===== src/rtl/adc_avg_pkg.sv =====
// Shared types and constants of the sample average decimator.
// Used by the divider and the top level; depends on nothing.
`timescale 1ns / 1ps
`default_nettype none

package adc_avg_pkg;

    localparam int WINDOW_LENGTH = 16;

    localparam int SAMPLE_W = 12;
    localparam int VREF_W   = 16;
    localparam int DECIM_W  = 16;
    localparam int SEQ_W    = 32;
    localparam int MV_W     = 16;

    localparam int WIN_AW = (WINDOW_LENGTH > 1) ? $clog2(WINDOW_LENGTH) : 1;
    localparam int FILL_W = $clog2(WINDOW_LENGTH + 1);
    localparam int SUM_W  = SAMPLE_W + $clog2(WINDOW_LENGTH);

    localparam logic [WIN_AW-1:0] WIN_LAST = WIN_AW'(WINDOW_LENGTH - 1);
    localparam logic [FILL_W-1:0] FILL_MAX = FILL_W'(WINDOW_LENGTH);

    localparam int DIV_DEN_W = 12;
    localparam int DIV_Q_W   = 16;
    localparam int DIV_NUM_W = DIV_DEN_W + DIV_Q_W;
    localparam int DIV_CNT_W = $clog2(DIV_Q_W + 1);

    localparam logic [DIV_DEN_W-1:0] FULL_SCALE = DIV_DEN_W'(4095);
    localparam logic [DIV_NUM_W-1:0] HALF_SCALE = DIV_NUM_W'(2047);

    localparam logic [VREF_W-1:0]  VREF_RESET  = VREF_W'(3300);
    localparam logic [DECIM_W-1:0] DECIM_RESET = DECIM_W'(1);

    localparam int IN_TDATA_W  = 16;
    localparam int OUT_TDATA_W = 80;
    localparam int OUT_PAD_W   = OUT_TDATA_W - (SEQ_W + SAMPLE_W + 2 * MV_W);

    localparam int CFG_IDX_W = 1;

    typedef enum logic [CFG_IDX_W-1:0] {
        CFG_VREF  = 1'b0,
        CFG_DECIM = 1'b1
    } t_cfg_index;

    typedef enum logic [2:0] {
        ST_IDLE,
        ST_UPDATE,
        ST_AVG_DIV,
        ST_RAW_MUL,
        ST_RAW_DIV,
        ST_AVG_MUL,
        ST_MV_DIV,
        ST_EMIT
    } t_state;

    typedef struct packed {
        logic                 start;
        logic [DIV_NUM_W-1:0] dividend;
        logic [DIV_DEN_W-1:0] divisor;
    } t_div_req;

endpackage

`default_nettype wire


===== src/rtl/adc_avg_ram.sv =====
// Generic single-clock RAM, one write port and one registered read port.
// Self-contained; no package needed.
`timescale 1ns / 1ps
`default_nettype none

module adc_avg_ram #(
    parameter  int WIDTH = 12,
    parameter  int DEPTH = 16,
    localparam int AW    = (DEPTH > 1) ? $clog2(DEPTH) : 1
) (
    input  wire logic             i_clk,
    input  wire logic             i_we,
    input  wire logic [AW-1:0]    i_waddr,
    input  wire logic [WIDTH-1:0] i_wdata,
    input  wire logic             i_re,
    input  wire logic [AW-1:0]    i_raddr,
    output logic      [WIDTH-1:0] o_rdata
);

    logic [WIDTH-1:0] r_mem [DEPTH];

    always_ff @(posedge i_clk) begin
        if (i_we) begin
            r_mem[i_waddr] <= i_wdata;
        end
        if (i_re) begin
            o_rdata <= r_mem[i_raddr];
        end
    end

endmodule

`default_nettype wire


===== src/rtl/adc_avg_div.sv =====
// Radix-2 restoring divider, one quotient bit per cycle.
// Depends on adc_avg_pkg for widths and the request struct.
`timescale 1ns / 1ps
`default_nettype none

module adc_avg_div (
    input  wire logic                             i_clk,
    input  wire logic                             i_rst_n,
    input  wire adc_avg_pkg::t_div_req            i_req,
    output logic                                  o_done,
    output logic [adc_avg_pkg::DIV_Q_W-1:0]       o_quotient
);

    import adc_avg_pkg::*;

    logic                 r_busy;
    logic                 r_done;
    logic [DIV_CNT_W-1:0] r_cnt;
    logic [DIV_DEN_W-1:0] r_rem;
    logic [DIV_DEN_W-1:0] r_den;
    logic [DIV_Q_W-1:0]   r_q;

    logic [DIV_DEN_W:0]   trial;
    logic [DIV_DEN_W:0]   diff;
    logic                 ge;

    assign trial = {r_rem, r_q[DIV_Q_W-1]};
    assign diff  = trial - {1'b0, r_den};
    assign ge    = (trial >= {1'b0, r_den});

    always_ff @(posedge i_clk) begin
        if (!i_rst_n) begin
            r_busy <= 1'b0;
            r_done <= 1'b0;
            r_cnt  <= '0;
        end else begin
            r_done <= 1'b0;
            if (i_req.start) begin
                r_busy <= 1'b1;
                r_cnt  <= DIV_CNT_W'(DIV_Q_W);
            end else if (r_busy) begin
                r_cnt <= r_cnt - 1'b1;
                if (r_cnt == DIV_CNT_W'(1)) begin
                    r_busy <= 1'b0;
                    r_done <= 1'b1;
                end
            end
        end
    end

    always_ff @(posedge i_clk) begin
        if (i_req.start) begin
            r_rem <= i_req.dividend[DIV_NUM_W-1:DIV_Q_W];
            r_q   <= i_req.dividend[DIV_Q_W-1:0];
            r_den <= i_req.divisor;
        end else if (r_busy) begin
            r_rem <= ge ? diff[DIV_DEN_W-1:0] : trial[DIV_DEN_W-1:0];
            r_q   <= {r_q[DIV_Q_W-2:0], ge};
        end
    end

    assign o_done     = r_done;
    assign o_quotient = r_q;

endmodule

`default_nettype wire


===== src/rtl/adc_sample_average_decimator.sv =====
// Moving average of converter samples with decimation and millivolt scaling.
// Each accepted sample updates the window; a sample that emits a record then
// passes through the radix-2 average divider, the raw scale multiply and fold
// by full scale, the average scale multiply and fold, and the output load.
// A new request is taken only in idle, after the last one and its record are done.
// Synchronous active-low reset clears counters, sum and config (3300 mV, factor 1).
`timescale 1ns / 1ps
`default_nettype none

module adc_sample_average_decimator (
    input  wire logic                                  i_clk,
    input  wire logic                                  i_rst_n,
    // config write channel
    input  wire logic                                  i_cfg_valid,
    output logic                                       o_cfg_ready,
    input  wire logic [adc_avg_pkg::CFG_IDX_W-1:0]     i_cfg_index,
    input  wire logic [15:0]                           i_cfg_data,
    // sample requests
    input  wire logic                                  s_axis_tvalid,
    output logic                                       s_axis_tready,
    // [11:0] sample, [15:12] zero
    input  wire logic [adc_avg_pkg::IN_TDATA_W-1:0]    s_axis_tdata,
    // records
    output logic                                       m_axis_tvalid,
    input  wire logic                                  m_axis_tready,
    // [31:0] sequence_res, [43:32] raw_value, [59:44] millivolts,
    // [75:60] average_millivolts, [79:76] zero
    output logic [adc_avg_pkg::OUT_TDATA_W-1:0]        m_axis_tdata
);

    import adc_avg_pkg::*;

    t_state               r_state, n_state;
    logic                 r_div_start, n_div_start;
    logic [VREF_W-1:0]    r_vref;
    logic [DECIM_W-1:0]   r_decim;
    logic [SUM_W-1:0]     r_sum;
    logic [WIN_AW-1:0]    r_pos;
    logic [FILL_W-1:0]    r_fill;
    logic [DECIM_W-1:0]   r_dcnt;
    logic [SEQ_W-1:0]     r_seq;
    logic                 r_out_valid;

    logic [SAMPLE_W-1:0]  r_raw;
    logic [SAMPLE_W-1:0]  r_avg;
    logic [DIV_NUM_W-1:0] r_prod;
    logic [MV_W-1:0]      r_mv_raw;
    logic [MV_W-1:0]      r_mv_avg;
    logic [OUT_TDATA_W-1:0] r_out_data;

    logic                 accept;
    logic                 ram_re;
    logic                 ram_we;
    logic                 out_load;
    logic [SAMPLE_W-1:0]  old_sample;

    logic                 full;
    logic [SUM_W-1:0]     n_sum;
    logic [FILL_W-1:0]    n_fill;
    logic [WIN_AW-1:0]    n_pos;
    logic [DECIM_W-1:0]   dcnt_inc;
    logic                 emit;

    t_div_req             div_req;
    logic                 div_done;
    logic [DIV_Q_W-1:0]   div_q;

    // divide by full scale: fold the high part back in twice, then one compare
    function automatic logic [MV_W-1:0] div_full_scale(input logic [DIV_NUM_W-1:0] x);
        logic [DIV_Q_W-1:0]           hi;
        logic [DIV_Q_W:0]             fold1;
        logic [DIV_Q_W-DIV_DEN_W:0]   carry;
        logic [DIV_DEN_W:0]           fold2;
        hi    = x[DIV_NUM_W-1:DIV_DEN_W];
        fold1 = (DIV_Q_W + 1)'(x[DIV_DEN_W-1:0]) + (DIV_Q_W + 1)'(hi);
        carry = fold1[DIV_Q_W:DIV_DEN_W];
        fold2 = (DIV_DEN_W + 1)'(fold1[DIV_DEN_W-1:0]) + (DIV_DEN_W + 1)'(carry);
        return MV_W'(hi) + MV_W'(carry) + MV_W'(fold2 >= {1'b0, FULL_SCALE});
    endfunction

    adc_avg_ram #(
        .WIDTH (SAMPLE_W),
        .DEPTH (WINDOW_LENGTH)
    ) u_window (
        .i_clk   (i_clk),
        .i_we    (ram_we),
        .i_waddr (r_pos),
        .i_wdata (r_raw),
        .i_re    (ram_re),
        .i_raddr (r_pos),
        .o_rdata (old_sample)
    );

    adc_avg_div u_div (
        .i_clk      (i_clk),
        .i_rst_n    (i_rst_n),
        .i_req      (div_req),
        .o_done     (div_done),
        .o_quotient (div_q)
    );

    assign accept = s_axis_tvalid && s_axis_tready;

    assign full     = (r_fill == FILL_MAX);
    assign n_sum    = (full ? (r_sum - SUM_W'(old_sample)) : r_sum) + SUM_W'(r_raw);
    assign n_fill   = full ? r_fill : (r_fill + 1'b1);
    assign n_pos    = (r_pos == WIN_LAST) ? '0 : (r_pos + 1'b1);
    assign dcnt_inc = r_dcnt + 1'b1;
    assign emit     = !(dcnt_inc < r_decim);

    always_comb begin
        div_req.start    = r_div_start;
        div_req.dividend = DIV_NUM_W'(r_sum) + DIV_NUM_W'(r_fill >> 1);
        div_req.divisor  = DIV_DEN_W'(r_fill);
    end

    // next state
    always_comb begin
        n_state     = r_state;
        n_div_start = 1'b0;
        unique case (r_state)
            ST_IDLE: begin
                if (s_axis_tvalid) begin
                    n_state = ST_UPDATE;
                end
            end
            ST_UPDATE: begin
                if (emit) begin
                    n_state     = ST_AVG_DIV;
                    n_div_start = 1'b1;
                end else begin
                    n_state = ST_IDLE;
                end
            end
            ST_AVG_DIV: begin
                if (div_done) begin
                    n_state = ST_RAW_MUL;
                end
            end
            ST_RAW_MUL: n_state = ST_RAW_DIV;
            ST_RAW_DIV: n_state = ST_AVG_MUL;
            ST_AVG_MUL: n_state = ST_MV_DIV;
            ST_MV_DIV:  n_state = ST_EMIT;
            ST_EMIT: begin
                if (!r_out_valid || m_axis_tready) begin
                    n_state = ST_IDLE;
                end
            end
            default: n_state = ST_IDLE;
        endcase
    end

    // outputs
    always_comb begin
        s_axis_tready = 1'b0;
        ram_re        = 1'b0;
        ram_we        = 1'b0;
        out_load      = 1'b0;
        unique case (r_state)
            ST_IDLE: begin
                s_axis_tready = 1'b1;
                ram_re        = s_axis_tvalid;
            end
            ST_UPDATE: ram_we = 1'b1;
            ST_EMIT:   out_load = !r_out_valid || m_axis_tready;
            default: begin
                s_axis_tready = 1'b0;
            end
        endcase
    end

    always_ff @(posedge i_clk) begin
        if (!i_rst_n) begin
            r_state     <= ST_IDLE;
            r_div_start <= 1'b0;
            r_vref      <= VREF_RESET;
            r_decim     <= DECIM_RESET;
            r_sum       <= '0;
            r_pos       <= '0;
            r_fill      <= '0;
            r_dcnt      <= '0;
            r_seq       <= '0;
            r_out_valid <= 1'b0;
        end else begin
            r_state     <= n_state;
            r_div_start <= n_div_start;
            if (i_cfg_valid) begin
                unique case (t_cfg_index'(i_cfg_index))
                    CFG_VREF:  r_vref  <= i_cfg_data;
                    CFG_DECIM: r_decim <= i_cfg_data;
                    default:   r_vref  <= r_vref;
                endcase
            end
            if (r_state == ST_UPDATE) begin
                r_sum  <= n_sum;
                r_fill <= n_fill;
                r_pos  <= n_pos;
                r_seq  <= r_seq + 1'b1;
                r_dcnt <= emit ? '0 : dcnt_inc;
            end
            if (out_load) begin
                r_out_valid <= 1'b1;
            end else if (m_axis_tready) begin
                r_out_valid <= 1'b0;
            end
        end
    end

    always_ff @(posedge i_clk) begin
        if (accept) begin
            r_raw <= s_axis_tdata[SAMPLE_W-1:0];
        end
        if (r_state == ST_AVG_DIV && div_done) begin
            r_avg <= div_q[SAMPLE_W-1:0];
        end
        if (r_state == ST_RAW_MUL) begin
            r_prod <= DIV_NUM_W'(r_raw) * DIV_NUM_W'(r_vref) + HALF_SCALE;
        end
        if (r_state == ST_AVG_MUL) begin
            r_prod <= DIV_NUM_W'(r_avg) * DIV_NUM_W'(r_vref) + HALF_SCALE;
        end
        if (r_state == ST_RAW_DIV) begin
            r_mv_raw <= div_full_scale(r_prod);
        end
        if (r_state == ST_MV_DIV) begin
            r_mv_avg <= div_full_scale(r_prod);
        end
        if (out_load) begin
            r_out_data <= {OUT_PAD_W'(0), r_mv_avg, r_mv_raw, r_raw, r_seq};
        end
    end

    assign o_cfg_ready   = 1'b1;
    assign m_axis_tvalid = r_out_valid;
    assign m_axis_tdata  = r_out_data;

    a_fill_bound: assert property (@(posedge i_clk) disable iff (!i_rst_n)
        r_fill <= FILL_MAX)
        else $error("fill level beyond window length");

    a_pos_bound: assert property (@(posedge i_clk) disable iff (!i_rst_n)
        r_pos <= WIN_LAST)
        else $error("write position beyond window");

    a_sum_bound: assert property (@(posedge i_clk) disable iff (!i_rst_n)
        (int'(r_sum) <= int'(r_fill) * 4095))
        else $error("running sum exceeds held samples at full scale");

    a_accept_update: assert property (@(posedge i_clk) disable iff (!i_rst_n)
        accept |=> (r_state == ST_UPDATE))
        else $error("accepted request did not reach window update");

    a_div_owner: assert property (@(posedge i_clk) disable iff (!i_rst_n)
        div_done |-> (r_state == ST_AVG_DIV))
        else $error("divider finished outside the average phase");

endmodule

`default_nettype wire

===== config.mk =====
export PLATFORM = sky130hd
export DESIGN_NAME = adc_sample_average_decimator
export DESIGN_NICKNAME = d
export VERILOG_FILES = /design/src/rtl/adc_avg_pkg.sv /design/src/rtl/adc_avg_ram.sv /design/src/rtl/adc_avg_div.sv /design/src/rtl/adc_sample_average_decimator.sv
export SDC_FILE = /design/constraint.sdc
export NUM_CORES = 2
export LEC_CHECK = 0
export ABC_CLOCK_PERIOD_IN_PS = 7100
export BUFFER_PORTS_ARGS = -buffer_cell sky130_fd_sc_hd__buf_2
export CAP_MARGIN = 20
export CORE_MARGIN = 3
export CORE_UTILIZATION = 30
export DETAILED_ROUTE_END_ITERATION = 16
export GPL_TIMING_DRIVEN = 0
export PLACE_DENSITY = 0.5
export SYNTH_ARGS = -nofsm -noshare
export SYNTH_HDL_FRONTEND = slang
export SYNTH_SLANG_ARGS = --single-unit

===== constraint.sdc =====
create_clock -name i_clk -period 7.1 [get_ports i_clk]
set_input_delay 1.42 -clock i_clk [delete_from_list [all_inputs] [get_ports i_clk]]
set_output_delay 1.42 -clock i_clk [all_outputs]
set_load 0.02 [all_outputs]

==> impl_metrics.ini <==
[sta]
skew_ps = 32.68
period_needed_ps = 6829
finalCritPeriodShare_pct = 96.19
rsz0062_at_grt = false
max_slew_margin_pct = 36.92
tightest_slew_ps = 946.1
finalHoldViolCount = 0
finalSetupViolations = 0
max_freq_mhz = 146.4
drv_slew = 0
fin_setup_tns_ps = 0

[worst_setup_path]
crit_path_end_kind = register
r2r-start = r_vref[7]$_SDFFE_PN1P_
crit_path_top_delay_cell = dfxtp_1
r2r_cells = 18
r2r_end = r_prod[14]$_DFFE_PP_
crit_type = reg2reg
cp.required_ps = 7450
start_kind = register
ff2ff_setup_slack_ps = 270
crit_start = r_vref[7]$_SDFFE_PN1P_
crit_chain = clkbuf_2 > nand2_1 > fa_1 > inv_1 > fa_1 > inv_1 > fa_1 > fa_1 > inv_1 > fa_1 > ha_1 > a2111oi_0 > nor3_1 > o21ai_0 > o21ai_0 > nor2_1 > xor2_1 > a21oi_1
cpMostUsedCell = fa_1
slowest_delay_ps = 710
endpoint = r_prod[14]$_DFFE_PP_
worstPathArrival_ps = 7180
path_max_fanout = 10

[synth]
ys_top_cells_by_area = edfxtp_1 34%, fa_1 17%, ha_1 7.8%
syn_avg_cell_area_sq_um = 11.04
ys.flop_type = edfxtp_1
synthCells = 3200
async_flop_share_pct = 0
netlist_area_sq_mm = 0.03533
yosysTopAreaCellShare_pct = 33.75
synth_seq_cells = 514
yosys_warnings = 0
synth_top_area_cell = edfxtp_1
synth_edf_count = 397
ys_types = 77
yosysSeqAreaShare_pct = 40.38

[place]
io_buffers = 111
place.gp.congestion = 0.8523
numPlacedInstances = 4864
place_area_sq_mm = 0.03821
hpwl_microns = 74090

[floorplanning]
num_rows = 125
fp.dieH_microns = 349.1
ios = 121
die_area_sq_mm = 0.1219
start_util_pct = 30.32
coreArea_sq_mm = 0.1165
fp.dieW_microns = 349.1

[finish]
drive_gt1_share_pct = 10.93
layout.nets = 3984
final_cell_mix = 481 x nand2_1, 404 x inv_1, 397 x edfxtp_1
postLayoutCellArea_sq_mm = 0.04042
syn_to_final_growth_pct = 14.43
fin_cells = 4996
layout_commonest_cell = nand2_1

[drt]
wl_per_cell_microns = 19.11
wl_microns = 95500
vias = 23770
drt-vias-per-instance = 4.758
firstDrtPassIters = 5
ant_nets = 0
drc = 0
drtIter0Drc = 1656

[grt]
grt_first_pass_wirelength_microns = 146500
gr-total-overflow = 0
grt_usage_pct = 15.74
grt_pass1_vias = 23915
grt_max_degree = 33
antenna_found_initial = 13

[pwr]
vdd_ir_drop_max_mv = 0.3706
power.total_mw = 12.57
p_per_area_mw_per_mm2 = 311.0
p_leak_nw = 16.67

[job]
cap_violations = 0

[clocking]
root_buffer = clkbuf_16
clk_latency_ps = 650
h-tree-depth = 2
cts_tree = done
cts_buffers = 57
cts.sinks = 514
cts-hold-fix-buffers = 0
cts.clk_slew.worst_paths_ps = 60
clockBufferDepth = 3

[hold_path]
min_path_cells = 0
hold_class = reg2reg

[run_status]
outcome = completed
[metrics by stage]
stage,worst slack (ps),hold WS (ps),utilization (%)
2_1_floorplan,1135,400.3,-
3_3_place_gp,-590.3,400.6,32.44
3_5_place_dp,-342.7,405.6,32.79
4_1_cts,14.33,419.1,34.51
5_1_grt,1.631,427.6,34.68
6_report,270.7,417.5,34.69
[how the worst min path moves through the flow]
stage	startpoint	endpoint	slack [ps]
after floorplan	r_mv_raw[0]$_DFFE_PP_	m_axis_tdata[44]$_DFFE_PP_	400
after global placement	r_mv_avg[4]$_DFFE_PP_	m_axis_tdata[64]$_DFFE_PP_	400
after detailed placement	r_mv_raw[3]$_DFFE_PP_	m_axis_tdata[47]$_DFFE_PP_	410
after CTS	r_mv_avg[10]$_DFFE_PP_	m_axis_tdata[70]$_DFFE_PP_	420
after global routing	r_mv_avg[5]$_DFFE_PP_	m_axis_tdata[65]$_DFFE_PP_	430
final	r_mv_avg[10]$_DFFE_PP_	m_axis_tdata[70]$_DFFE_PP_	420
[layer usage]
metal	track usage, %	share of wire, %
met5	0	0.099
met4	4.100	2.2
met3	3.043	6.2
met2	23.90	44
met1	22.91	48
[critical path, delay by kind of cell (launching register included)]
family	cells	cell delay (ps)
adder cells (fa/ha/maj)	6	2860
AO/OA/AOI/OAI	4	960
AND/OR/NAND/NOR	3	830
flip-flops	1	710
buffers and inverters	4	620
XOR/XNOR	1	520
[repair_timing]
item	in CTS	in global routing
gates cloned	0	0
pin swaps	0	1
setup endpoints to repair	18	23
buffers inserted	8	14
resized for setup	4	54
[registers in the layout, summed over array words and instances (netlist names), 16 cells and up]
name and cells:
u_window.r_mem 192, m_axis_tdata 76, r_seq 32, r_prod 28, r_dcnt 16, r_decim 16
r_mv_avg 16, r_mv_raw 16, r_sum 16, r_vref 16, u_div.o_quotient 16
[Yosys cell counts (all sizes together) (22+ instances only)]
master  number
a21boi      39
a21o        30
a21oi       92
and2       168
and3        22
clkbuf     119
dfxtp      117
edfxtp     397
fa         304
ha         221
inv        404
mux4        60
nand2      481
nand2b      22
nand3       57
nand4       24
nor2       125
nor3        33
o21ai       83
xnor2      109
xor2        65
[power breakdown]
| part | internal (mW) | leakage (nW) | switching (mW) |
|---|---|---|---|
| clock | 1.73 | 0.939 | 1.28 |
| sequential | 3.47 | 4.61 | 0.0745 |
| combinational | 2.21 | 11.1 | 3.81 |
| total | 7.41 | 16.7 | 5.16 |
[layout make-up]
type                    instances  area [sq um]
clock buffers                  73          1568
multi-input cells            2149         19090
repair buffers                161          1157
diodes                          3         7.507
plain buffers                 134         551.8
inverters                     404          1516
fillers                     11671         76100
clock inverters                34         351.6
well taps                    1524          1907
flip-flops and latches        514         14270
[cells by family after synthesis]
family / synth area share (%)
other cells: 0.02126
compound gates: 6.705
xor+xnor: 4.314
flops: 40.38
buf+inv: 5.798
fa+ha+maj: 25.11
mux: 4.243
simple gates: 13.43
Power figures use the tool's default switching activity.
